$ cat src/hdl/rps_pkg.sv
package rps_pkg;

	localparam int MAX_STEPS = 16;
	localparam int IDX_W     = $clog2(MAX_STEPS);
	localparam int STEP_W    = $clog2(MAX_STEPS + 1);

	localparam int TEMP_W    = 14;
	localparam int TICKS_W   = 16;
	localparam int MARGIN_W  = 12;
	localparam int ELAPSED_W = 32;

	// operation codes
	localparam logic [1:0] OP_TICK  = 2'd0;
	localparam logic [1:0] OP_START = 2'd1;
	localparam logic [1:0] OP_STOP  = 2'd2;
	localparam logic [1:0] OP_WRITE = 2'd3;

	// oven modes
	localparam logic [1:0] MODE_IDLE    = 2'd0;
	localparam logic [1:0] MODE_WARMUP  = 2'd1;
	localparam logic [1:0] MODE_PROFILE = 2'd2;
	localparam logic [1:0] MODE_COOLING = 2'd3;

	// start status
	localparam logic [1:0] ST_OK       = 2'd0;
	localparam logic [1:0] ST_REJECTED = 2'd1;
	localparam logic [1:0] ST_TOO_HOT  = 2'd2;

	// register indexes
	localparam logic [2:0] REG_PROFILE_SELECTED = 3'd0;
	localparam logic [2:0] REG_NUM_STEPS        = 3'd1;
	localparam logic [2:0] REG_MAX_START_TEMP   = 3'd2;
	localparam logic [2:0] REG_WARMUP_TEMP      = 3'd3;
	localparam logic [2:0] REG_WARMUP_TICKS     = 3'd4;
	localparam logic [2:0] REG_COOLING_TEMP     = 3'd5;
	localparam logic [2:0] REG_FAN_MARGIN       = 3'd6;

	typedef struct packed {
		logic [1:0]              operation;
		logic signed [TEMP_W-1:0] sample_temp;
		logic [3:0]              entry_index;
		logic signed [TEMP_W-1:0] entry_temp;
		logic [TICKS_W-1:0]      entry_ticks;
	} in_word_t;

	typedef struct packed {
		logic [ELAPSED_W-1:0]    elapsed_ticks;
		logic [TICKS_W-1:0]      remaining_ticks;
		logic [4:0]              step_number;
		logic                    pid_enable;
		logic                    fan_on;
		logic signed [TEMP_W-1:0] target_temp;
		logic [1:0]              mode;
		logic [1:0]              status;
	} out_word_t;

endpackage

$ cat src/hdl/reflow_profile_sequencer_top.sv
// channel  | direction | handshake               | payload
// ---------+-----------+-------------------------+---------------------------------------
// s_axis   | in        | s_tvalid / s_tready     | s_tuser op, s_tdata sample/entry (48b)
// m_axis   | out       | m_tvalid / m_tready     | m_tdata result word (80b)
// apb      | in        | psel / penable / pready | seven 32-bit config registers
//
// one word is accepted per cycle while s_tready is high; its result passes through the
// input register, then the state update and result register in one pass
// reset clears mode, counters, target, fan and last sample and sets the config registers to their defaults;
// the step table is not reset and holds garbage until written
// a stalled result holds in the output register while the input register still
// takes one more word; the input side stalls only when both are full
module reflow_profile_sequencer_top (
	input  logic        clk,
	input  logic        arst_n,
	// slave side
	input  logic        s_tvalid,
	output logic        s_tready,
	input  logic [47:0] s_tdata,  // sample_temp[13:0], entry_index[17:14], entry_temp[31:18],
	                              // entry_ticks[47:32]
	input  logic [1:0]  s_tuser,  // operation[1:0]
	// master side
	output logic        m_tvalid,
	input  logic        m_tready,
	output logic [79:0] m_tdata,  // status[1:0], mode[3:2], target_temp[17:4], fan_on[18],
	                              // pid_enable[19], step_number[24:20],
	                              // remaining_ticks[40:25], elapsed_ticks[72:41], zero above
	// config port
	input  logic        psel,
	input  logic        penable,
	input  logic        pwrite,
	input  logic [4:0]  paddr,
	input  logic [31:0] pwdata,
	output logic [31:0] prdata,
	output logic        pready
);

	localparam int TW = rps_pkg::TEMP_W;
	localparam int KW = rps_pkg::TICKS_W;
	localparam int SW = rps_pkg::STEP_W;
	localparam int IW = rps_pkg::IDX_W;

	// config registers
	logic                 profile_selected_q;
	logic [4:0]           num_steps_q;
	logic signed [TW-1:0] max_start_temp_q;
	logic signed [TW-1:0] warmup_temp_q;
	logic [KW-1:0]        warmup_ticks_q;
	logic signed [TW-1:0] cooling_temp_q;
	logic [rps_pkg::MARGIN_W-1:0] fan_margin_q;

	// oven state
	logic [1:0]           mode_q;
	logic [SW-1:0]        step_q;
	logic [KW-1:0]        remaining_q;
	logic [rps_pkg::ELAPSED_W-1:0] elapsed_q;
	logic signed [TW-1:0] target_q;
	logic                 fan_q;
	logic signed [TW-1:0] last_sample_q;

	// step table, read at the current step
	logic signed [TW-1:0] step_temps_q [rps_pkg::MAX_STEPS];
	logic [KW-1:0]        step_lengths_q [rps_pkg::MAX_STEPS];

	// pipeline
	logic                 valid_s1;
	rps_pkg::in_word_t    word_s1;
	logic                 out_valid_q;
	rps_pkg::out_word_t   out_q;
	logic                 advance;

	logic cfg_wr;
	logic [2:0] cfg_idx;

	assign pready  = 1'b1;
	assign cfg_wr  = psel & penable & pwrite & pready;
	assign cfg_idx = paddr[4:2];

	always_comb begin
		unique case (cfg_idx)
			rps_pkg::REG_PROFILE_SELECTED: prdata = {31'd0, profile_selected_q};
			rps_pkg::REG_NUM_STEPS:        prdata = {27'd0, num_steps_q};
			rps_pkg::REG_MAX_START_TEMP:   prdata = {{(32-TW){max_start_temp_q[TW-1]}},
			                                        max_start_temp_q};
			rps_pkg::REG_WARMUP_TEMP:      prdata = {{(32-TW){warmup_temp_q[TW-1]}},
			                                        warmup_temp_q};
			rps_pkg::REG_WARMUP_TICKS:     prdata = {{(32-KW){1'b0}}, warmup_ticks_q};
			rps_pkg::REG_COOLING_TEMP:     prdata = {{(32-TW){cooling_temp_q[TW-1]}},
			                                        cooling_temp_q};
			rps_pkg::REG_FAN_MARGIN:       prdata = {{(32-rps_pkg::MARGIN_W){1'b0}},
			                                        fan_margin_q};
			default:                       prdata = 32'd0;
		endcase
	end

	always_ff @(posedge clk or negedge arst_n) begin
		if (!arst_n) begin
			profile_selected_q <= 1'b0;
			num_steps_q        <= 5'd0;
			max_start_temp_q   <= TW'(200);
			warmup_temp_q      <= TW'(120);
			warmup_ticks_q     <= KW'(120);
			cooling_temp_q     <= TW'(400);
			fan_margin_q       <= rps_pkg::MARGIN_W'(60);
		end else if (cfg_wr) begin
			unique case (cfg_idx)
				rps_pkg::REG_PROFILE_SELECTED: profile_selected_q <= pwdata[0];
				rps_pkg::REG_NUM_STEPS:        num_steps_q        <= pwdata[4:0];
				rps_pkg::REG_MAX_START_TEMP:   max_start_temp_q   <= pwdata[TW-1:0];
				rps_pkg::REG_WARMUP_TEMP:      warmup_temp_q      <= pwdata[TW-1:0];
				rps_pkg::REG_WARMUP_TICKS:     warmup_ticks_q     <= pwdata[KW-1:0];
				rps_pkg::REG_COOLING_TEMP:     cooling_temp_q     <= pwdata[TW-1:0];
				rps_pkg::REG_FAN_MARGIN:       fan_margin_q  <= pwdata[rps_pkg::MARGIN_W-1:0];
				default: ;
			endcase
		end
	end

	// input register moves on when the result register is free or draining
	assign advance  = ~out_valid_q | m_tready;
	assign s_tready = ~valid_s1 | advance;
	assign m_tvalid = out_valid_q;
	assign m_tdata  = {7'd0, out_q};

	always_ff @(posedge clk or negedge arst_n) begin
		if (!arst_n) begin
			valid_s1 <= 1'b0;
		end else if (s_tready) begin
			valid_s1 <= s_tvalid;
		end
	end

	always_ff @(posedge clk) begin
		if (s_tready && s_tvalid) begin
			word_s1.operation   <= s_tuser;
			word_s1.sample_temp <= s_tdata[13:0];
			word_s1.entry_index <= s_tdata[17:14];
			word_s1.entry_temp  <= s_tdata[31:18];
			word_s1.entry_ticks <= s_tdata[47:32];
		end
	end

	// single pass of the sequencer
	logic                 fire;
	logic [1:0]           mode_n;
	logic [SW-1:0]        step_n;
	logic [KW-1:0]        rem_n;
	logic [rps_pkg::ELAPSED_W-1:0] elapsed_n;
	logic signed [TW-1:0] target_n;
	logic                 fan_n;
	logic signed [TW-1:0] sample_n;
	logic [1:0]           status_n;
	logic                 pid_n;

	logic [SW-1:0]        limit;
	logic [IW-1:0]        rd_idx;
	logic signed [TW-1:0] rd_temp;
	logic [KW-1:0]        rd_len;
	logic                 in_profile;
	logic signed [TW+1:0] fan_thresh;
	logic signed [TW-1:0] samp;

	assign fire    = valid_s1 & advance;
	assign samp    = word_s1.sample_temp;
	assign limit   = (num_steps_q > 5'(rps_pkg::MAX_STEPS)) ? SW'(rps_pkg::MAX_STEPS)
	                                                         : SW'(num_steps_q);
	assign rd_idx  = step_q[IW-1:0];
	assign rd_temp = step_temps_q[rd_idx];
	assign rd_len  = step_lengths_q[rd_idx];

	always_comb begin
		mode_n     = mode_q;
		step_n     = step_q;
		rem_n      = remaining_q;
		elapsed_n  = elapsed_q;
		target_n   = target_q;
		fan_n      = fan_q;
		sample_n   = last_sample_q;
		status_n   = rps_pkg::ST_OK;
		pid_n      = 1'b0;
		in_profile = 1'b0;
		fan_thresh = '0;

		unique case (word_s1.operation)
			rps_pkg::OP_TICK: begin
				sample_n = samp;
				pid_n    = 1'b1;
				// warm-up holds the countdown until the oven is warm enough
				if (mode_q == rps_pkg::MODE_WARMUP) begin
					target_n = warmup_temp_q;
					if (remaining_q != '0) begin
						if (samp >= warmup_temp_q) begin
							rem_n = remaining_q - KW'(1);
						end
					end else begin
						mode_n     = rps_pkg::MODE_PROFILE;
						in_profile = 1'b1;
					end
				end
				if (mode_q == rps_pkg::MODE_PROFILE) begin
					in_profile = 1'b1;
				end
				if (in_profile) begin
					if (remaining_q == '0 && step_q >= limit) begin
						mode_n = rps_pkg::MODE_COOLING;
					end else begin
						if (remaining_q == '0) begin
							// zero-length step lasts one tick
							rem_n    = (rd_len == '0) ? '0 : rd_len - KW'(1);
							target_n = rd_temp;
							step_n   = step_q + SW'(1);
						end else begin
							rem_n = remaining_q - KW'(1);
						end
						fan_thresh = {{2{target_n[TW-1]}}, target_n}
						           + $signed({{(TW+2-rps_pkg::MARGIN_W){1'b0}}, fan_margin_q});
						fan_n = ($signed({{2{samp[TW-1]}}, samp}) > fan_thresh);
					end
				end
				if (mode_q == rps_pkg::MODE_COOLING) begin
					target_n = cooling_temp_q;
					fan_n    = 1'b1;
					if (samp <= cooling_temp_q) begin
						mode_n   = rps_pkg::MODE_IDLE;
						target_n = '0;
						fan_n    = 1'b0;
						pid_n    = 1'b0;
					end
				end
				if (pid_n && elapsed_q != '1) begin
					elapsed_n = elapsed_q + rps_pkg::ELAPSED_W'(1);
				end
			end
			rps_pkg::OP_START: begin
				if (!profile_selected_q || mode_q != rps_pkg::MODE_IDLE) begin
					status_n = rps_pkg::ST_REJECTED;
				end else if (last_sample_q > max_start_temp_q) begin
					status_n = rps_pkg::ST_TOO_HOT;
				end else begin
					step_n    = '0;
					rem_n     = warmup_ticks_q;
					elapsed_n = '0;
					mode_n    = rps_pkg::MODE_WARMUP;
				end
			end
			rps_pkg::OP_STOP: begin
				mode_n   = rps_pkg::MODE_IDLE;
				target_n = '0;
				fan_n    = 1'b0;
			end
			rps_pkg::OP_WRITE: begin
				// table write handled below
			end
			default: ;
		endcase
	end

	always_ff @(posedge clk or negedge arst_n) begin
		if (!arst_n) begin
			mode_q        <= rps_pkg::MODE_IDLE;
			step_q        <= '0;
			remaining_q   <= '0;
			elapsed_q     <= '0;
			target_q      <= '0;
			fan_q         <= 1'b0;
			last_sample_q <= '0;
		end else if (fire) begin
			mode_q        <= mode_n;
			step_q        <= step_n;
			remaining_q   <= rem_n;
			elapsed_q     <= elapsed_n;
			target_q      <= target_n;
			fan_q         <= fan_n;
			last_sample_q <= sample_n;
		end
	end

	// step table, written in order with the other items
	always_ff @(posedge clk) begin
		if (fire && word_s1.operation == rps_pkg::OP_WRITE) begin
			step_temps_q[word_s1.entry_index[IW-1:0]]   <= word_s1.entry_temp;
			step_lengths_q[word_s1.entry_index[IW-1:0]] <= word_s1.entry_ticks;
		end
	end

	// result register
	always_ff @(posedge clk or negedge arst_n) begin
		if (!arst_n) begin
			out_valid_q <= 1'b0;
		end else if (advance) begin
			out_valid_q <= valid_s1;
		end
	end

	always_ff @(posedge clk) begin
		if (fire) begin
			out_q.status          <= status_n;
			out_q.mode            <= mode_n;
			out_q.target_temp     <= target_n;
			out_q.fan_on          <= fan_n;
			out_q.pid_enable      <= pid_n;
			out_q.step_number     <= 5'(step_n);
			out_q.remaining_ticks <= rem_n;
			out_q.elapsed_ticks   <= elapsed_n;
		end
	end

	// step count never runs past the table
	a_step_bound: assert property (@(posedge clk) disable iff (!arst_n)
		step_q <= SW'(rps_pkg::MAX_STEPS))
		else $error("step counter beyond table");

	// an idle oven has fan off and no target
	a_idle_quiet: assert property (@(posedge clk) disable iff (!arst_n)
		(mode_q == rps_pkg::MODE_IDLE) |-> (!fan_q && target_q == '0))
		else $error("idle oven with fan or target set");

	// every processed word lands in the result register
	a_no_drop: assert property (@(posedge clk) disable iff (!arst_n)
		fire |=> out_valid_q)
		else $error("processed word lost");

	// a rejected start leaves the mode untouched
	a_reject_hold: assert property (@(posedge clk) disable iff (!arst_n)
		(fire && status_n != rps_pkg::ST_OK) |=> (mode_q == $past(mode_q)))
		else $error("rejected start changed mode");

endmodule
$ cat config.mk
export PLATFORM = sky130hd
export DESIGN_NAME = reflow_profile_sequencer_top
export DESIGN_NICKNAME = d
export VERILOG_FILES = /design/src/hdl/rps_pkg.sv /design/src/hdl/reflow_profile_sequencer_top.sv
export SDC_FILE = /design/constraint.sdc
export NUM_CORES = 1
export LEC_CHECK = 0
export BUFFER_PORTS_ARGS = -buffer_cell sky130_fd_sc_hd__buf_2
export CORE_MARGIN = 3
export CORE_UTILIZATION = 50
export DETAILED_ROUTE_END_ITERATION = 8
export GPL_TIMING_DRIVEN = 0
export PLACE_DENSITY_LB_ADDON = 0.12
export SLEW_MARGIN = 25
export SYNTH_ARGS = -nofsm -noshare
export SYNTH_HDL_FRONTEND = slang
export SYNTH_SLANG_ARGS = --single-unit
export TNS_END_PERCENT = 1
$ cat constraint.sdc
create_clock -name clk -period 14.8 [get_ports clk]
set_input_delay 0.74 -clock clk [delete_from_list [all_inputs] [get_ports clk]]
set_output_delay 0.74 -clock clk [all_outputs]
set_load 0.005 [all_outputs]
==> results.py, run 1 <==
metrics = {
    "logic_synthesis": {
        "yosysSeqAreaShare_pct": 65.0,
        "syn-cell-area_um2": 34100,
        "synthDominantCellAreaShare_pct": 53.0,
        "synthFlopType": "edfxtp_1",
        "synth_common_cells": "edfxtp_1 (603), nand2_1 (245), o21ai_0 (159)",
        "synth_most_common_cell": "edfxtp_1",
        "ys_types": 85,
        "synth_edf_count": 603,
        "synthArstFlopShare_pct": 21.2,
        "ys_warn_count": 0,
        "syn_inst": 2353,
        "synth_area_per_cell_um2": 14.5,
        "synth_area_leader_cell": "edfxtp_1",
        "synth_area_leaders": "edfxtp_1 (53%), dfrtp_1 (11%), mux4_2 (9.0%)",
        "synth.ff_latch_count": 765,
    },
    "worst_setup_path": {
        "slowest_delay_ns": 0.85,
        "cp.arrival_ns": 9.06,
        "path_max_fanout": 10,
        "required_ns": 15.28,
        "crit_type": "flop to flop",
        "crit_top_cell": "a21oi_1",
        "start_kind": "flop",
        "crit_slowest_cell": "clkbuf_1",
        "critPathCaptureType": "flop",
    },
    "die": {
        "num_rows": 95,
        "coreArea_um2": 67400,
        "die_h_um": 267,
        "die_x_um": 267,
        "io_pins": 209,
        "die_area_um2": 71500,
        "start_util_pct": 50.7,
    },
    "routing": {
        "num_vias": 22120,
        "drtIter0Drc": 2244,
        "drcViolationCount": 0,
        "wirelength_um": 95200,
        "drt-vias-per-instance": 6.13,
        "wl_per_cell_um": 26.4,
        "dr.pass1.iters": 5,
        "postRouteAntennaNets": 0,
    },
    "place": {
        "dp_hpwl_um": 68100,
        "dp_worst_setup_slack_ns": 6.21,
        "portBuffers": 181,
        "gp_congestion": 0.912,
    },
    "run": {
        "cap_violations": 0,
    },
    "sta": {
        "hold_viol_final": 0,
        "finalCritPeriodShare_pct": 58.0,
        "rsz0062_at_grt": "no",
        "drv_slew": 0,
        "worstMarginPinSlew_ns": 1.07,
        "fin_setup_tns_ns": 0,
        "relSlewSlack_pct": 28.9,
        "finalCriticalPeriod_ns": 8.58,
        "setup_viol": 0,
        "clock.fmax_ghz": 0.117,
        "finClkSkew_ns": 0.0252,
        "holdWs_ns": 0.0651,
        "layout_setup_ws_ns": 6.22,
    },
    "final_layout": {
        "fin_util_pct": 58.9,
        "nets": 2845,
        "drive_gt1_share_pct": 23.2,
        "diodes": 0,
        "area_growth_pct": 16.3,
    },
    "clock_network": {
        "postCtsSetupBuffers": 0,
        "clkLatencyLatePin_ns": 0.64,
        "cts_buffers": 81,
        "ctsHoldBuffers": 0,
        "clock_sinks": 765,
        "path_clk_slew_ns": 0.06,
        "cts_tree": "yes",
        "h-tree-depth": 3,
        "clk_path_buf_depth": 3,
        "cts_root_buffer": "clkbuf_16",
        "post_cts_resized": 0,
    },
    "power": {
        "power.leakage_uw": 0.0146,
        "ir_drop_v": 0.0000824,
        "powerDensity_nw_per_um2": 136,
        "power_uw": 5410,
    },
    "outcome": {
        "status": "complete, no violations",
    },
    "global_route": {
        "antenna_found_initial": 1,
        "grt_pass1_wl_um": 140000,
        "track_usage_pct": 26.7,
        "grt_pass1_vias": 21639,
        "grt_max_degree": 84,
        "grt_overflow": 0,
    },
    "hold_path": {
        "min_path_type": "input port to async pin",
    },
}
## final cells by class
type | count | area [um2]
sequential | 765 | 22200
multi-input combinational | 1366 | 11100
inverter | 80 | 300
clock buffer | 106 | 2170
fill | 5208 | 27700
tap | 873 | 1090
timing repair buffer | 229 | 1660
buffer | 148 | 706
clock inverter | 42 | 469
## kinds of logic after synthesis
family          after synthesis  synth area share (%)
flops                       765                  65.0
simple gates                572                  7.83
compound gates              454                  8.88
buf+inv                     228                  2.93
mux                         218                  11.5
fa+ha+maj                    80                  2.95
xor+xnor                     34                 0.872
other cells                   2                0.0220
## flip-flops by register name, summed over array words and instances (netlist names), 12 cells and up
signal,count
remaining_q,16
target_q,14
step_temps_q,224
last_sample_q,14
word_s1,36
samp,14
m_tdata,73
warmup_ticks_q,16
step_lengths_q,256
cooling_temp_q,14
warmup_temp_q,14
elapsed_q,32
fan_margin_q,12
max_start_temp_q,14
## worst paths after layout
path / from / to / slack (ns) / cells past startpoint
worst max-delay path: step_q[1]$_DFFE_PN0P_ / m_tdata[18]$_DFFE_PP_ / 6.22 / 31
worst min-delay path: arst_n / last_sample_q[9]$_DFFE_PN0P_ / 0.07 / 1
worst max register to register: step_q[1]$_DFFE_PN0P_ / m_tdata[18]$_DFFE_PP_ / 6.22 / 31
worst min register to register: last_sample_q[9]$_DFFE_PN0P_ / last_sample_q[9]$_DFFE_PN0P_ / 0.48 / 2
max in group asynchronous: arst_n / step_q[2]$_DFFE_PN0P_ / 13.78 / 2
min in group clk: s_tdata[14] / word_s1[30]$_DFFE_PP_ / 0.27 / 1
## worst max-delay path: cells and delay by family (launching register included)
family | cells | cell delay, ns
AOI/OAI and AO/OA | 14 | 2.72
xor gates and xnor gates | 2 | 0.38
adders and majority gates | 3 | 0.91
buffers and inverters | 8 | 2.71
DFF | 1 | 0.44
muxes | 2 | 0.96
and+or+nand+nor | 2 | 0.26
## layer usage
metal | vias to the layer above | track usage, % | share of wire [%]
met5 | - | 0 | 0.012
met4 | 2 | 8.43 | 3.1
met3 | 174 | 4.15 | 6.6
met2 | 917 | 44.1 | 49
met1 | 11277 | 36.8 | 42
li1 | 9750 | - | -
## cell usage in the layout (no fill, tap or decap), drive strengths merged, types with 56 or more instances in the layout
cell type and n:
buf 288, ha 79, nor2 100, dfrtp 144, inv 83, o21ai 162, nand3 60, edfxtp 603
a21oi 56, nand2 245, clkbuf 195, mux4 136
## stage by stage
stage	area (um2)	instances
5_1_grt	39700	3609
6_report	39700	3609
2_1_floorplan	34200	2359
3_5_place_dp	37100	3461
4_1_cts	39700	3609
3_3_place_gp	36200	3413
## power by group
group	switching [uW]	internal (uW)	total, uW	leakage [uW]
sequential	137	2480	2620	0.00738
combinational	459	310	769	0.00591
clock	856	1170	2020	0.00128
total	1450	3960	5410	0.0146
Power figures use the tool's default switching activity.
==> run 2, diff against run 1 <==
Clock period 14.8 ns to 7.1 ns, I/O delays scaled along.
==> run 2 against run 1 <==
  * Total power is 110% higher
  * Global-route usage barely moved
  * Combinational power rose by 110%
  * Clock skew grew 0.0026 ns
  * Largest cell class unchanged
  * Core utilization rose by 1.0 points
  * Final area increased by 1.7%
  * Clock-buffer cell count did not move
  * Critical endpoint unchanged
  * Critical path depth fell by 4
  * Die area is the same
  * Clock power rose by 110%
  * Register-to-register slack worse by 5.9 ns
  * Cell count rose by 1.4%
==> results.py, run 2 (same netlist as run 1, synthesis figures left out) <==
metrics = {
    "outcome": {
        "status": "complete, no violations",
    },
    "worst_setup_path": {
        "slowest_delay_ns": 0.62,
        "path_max_fanout": 12,
        "crit_top_cell": "a21oi_1",
        "critPathTopFamily": "compound AO/OA/AOI/OAI gates",
        "required_ns": 7.57,
        "timing.critical_path.buf_inv": 3,
        "start_kind": "flop",
        "critPathCaptureType": "flop",
        "crit_slowest_cell": "or4_4",
        "cp.arrival_ns": 7.24,
        "crit_type": "flop to flop",
    },
    "die": {
        "die_x_um": 267,
        "die_h_um": 267,
        "die_area_um2": 71500,
        "start_util_pct": 50.7,
        "io_pins": 209,
        "num_rows": 95,
        "coreArea_um2": 67400,
    },
    "final_layout": {
        "diodes": 0,
        "area_growth_pct": 18.3,
        "drive_gt1_share_pct": 23.0,
        "largest_reg_flops": 256,
        "final_common_cell": "edfxtp_1",
        "mostFrequentLayoutCells": "edfxtp_1 (603), nand2_1 (245), buf_2 (190)",
        "nFillCells": 5129,
        "stdcell_area_um2": 40400,
        "nets": 2897,
    },
    "hold_path": {
        "min_path_type": "input port to flop",
    },
    "sta": {
        "holdWs_ns": 0.0326,
        "worstMarginPinSlew_ns": 1.07,
        "setup_viol": 0,
        "fin_setup_tns_ns": 0,
        "finalCritPeriodShare_pct": 95.2,
        "rsz0062_at_grt": "no",
        "finalCriticalPeriod_ns": 6.76,
        "layout_setup_ws_ns": 0.339,
        "relSlewSlack_pct": 28.0,
        "clock.fmax_ghz": 0.148,
        "finClkSkew_ns": 0.0278,
        "hold_viol_final": 0,
        "drv_slew": 0,
    },
    "power": {
        "powerDensity_nw_per_um2": 280,
        "power.leakage_uw": 0.0149,
        "power_uw": 11300,
        "ir_drop_v": 0.000171,
    },
    "global_route": {
        "grt_overflow": 0,
        "antenna_found_initial": 0,
        "grt_pass1_wl_um": 140000,
        "grt_max_degree": 84,
        "track_usage_pct": 26.7,
        "grt_pass1_vias": 21813,
    },
    "clock_network": {
        "clk_path_buf_depth": 3,
        "cts_tree": "yes",
        "cts_root_buffer": "clkbuf_16",
        "postCtsSetupBuffers": 0,
        "clock_sinks": 765,
        "cts_buffers": 81,
        "path_clk_slew_ns": 0.06,
        "h-tree-depth": 3,
        "clkLatencyLatePin_ns": 0.64,
    },
    "place": {
        "dp_worst_setup_slack_ns": -1.49,
        "dp_hpwl_um": 68100,
        "portBuffers": 181,
        "placed_cell_area_um2": 37100,
        "gp_congestion": 0.912,
    },
    "run": {
        "cap_violations": 0,
    },
    "routing": {
        "dr.pass1.iters": 5,
        "wirelength_um": 95500,
        "wl_per_cell_um": 26.1,
        "postRouteAntennaNets": 0,
        "drtIter0Drc": 2138,
        "num_vias": 22291,
        "drcViolationCount": 0,
        "drt-vias-per-instance": 6.09,
    },
}
run 2: cell count changes in the layout (fill, tap and decap cells not counted), moves of 2 or more:
cell	change
clkbuf_2	+2
clkbuf_8	+3
buf_2	-10
dlygate4sd3_1	+59
o21ai_1	+2
clkbuf_1	-8
buf_1	-3
o21ai_0	-2
buf_6	+4
buf_4	+2
run 2: layout make-up:
type | count | area (um2) | share of cell area, %
Buffer | 140 | 767 | 1.90
Clock buffer | 106 | 2170 | 5.38
Clock inverter | 42 | 469 | 1.16
Inverter | 80 | 300 | 0.744
Multi-Input combinational cell | 1366 | 11100 | 27.6
Sequential cell | 765 | 22200 | 54.9
Tap cell | 873 | 1090 | 2.71
Timing Repair Buffer | 289 | 2260 | 5.61
run 2: path summary, 6_finish.rpt:
kind / from / end / slack, ns / depth (start not counted)
worst min-delay path: m_tready / m_tvalid$_DFFE_PN0P_ / 0.03 / 3
worst max register to register: remaining_q[5]$_DFFE_PN0P_ / m_tdata[18]$_DFFE_PP_ / 0.34 / 27
max in group asynchronous: arst_n / step_q[2]$_DFFE_PN0P_ / 5.87 / 3
min in group asynchronous: arst_n / last_sample_q[9]$_DFFE_PN0P_ / 0.27 / 2
worst min register to register: last_sample_q[9]$_DFFE_PN0P_ / last_sample_q[9]$_DFFE_PN0P_ / 0.48 / 2
worst max-delay path: remaining_q[5]$_DFFE_PN0P_ / m_tdata[18]$_DFFE_PP_ / 0.34 / 27
run 2: worst min-delay path: stages:
cell and delay [ns]:
buf_2 0.08, nand2b_1 0.12, nand2b_1 0.06
run 2: repair_timing:
item                                    in CTS  in global routing
hold buffers                                59                  0
gates resized for setup                     34                  9
cloned                                       0                  1
endpoints found under the setup margin       2                  2
hold endpoints to repair                   124                  0
run 2: report_power, final:
part           internal [uW]  total, uW  switching, uW  leakage [uW]
sequential              5170       5450            284       0.00738
combinational            667       1630            963       0.00619
clock                   2430       4220           1790       0.00128
run 2: metrics by stage:
step,util (%),std cells
floorplan,-,2359
global placement,53.7,3413
detailed placement,55.0,3461
CTS,59.9,3663
global route,59.9,3661
finish,59.9,3661
run 2: metal layers:
layer,vias up,GRT usage [%],share of wire (%)
met5,-,0,0
met4,0,8.62,3.4
met1,11327,36.9,42
met2,933,44.2,48
li1,9842,-,-
met3,189,3.95,6.6
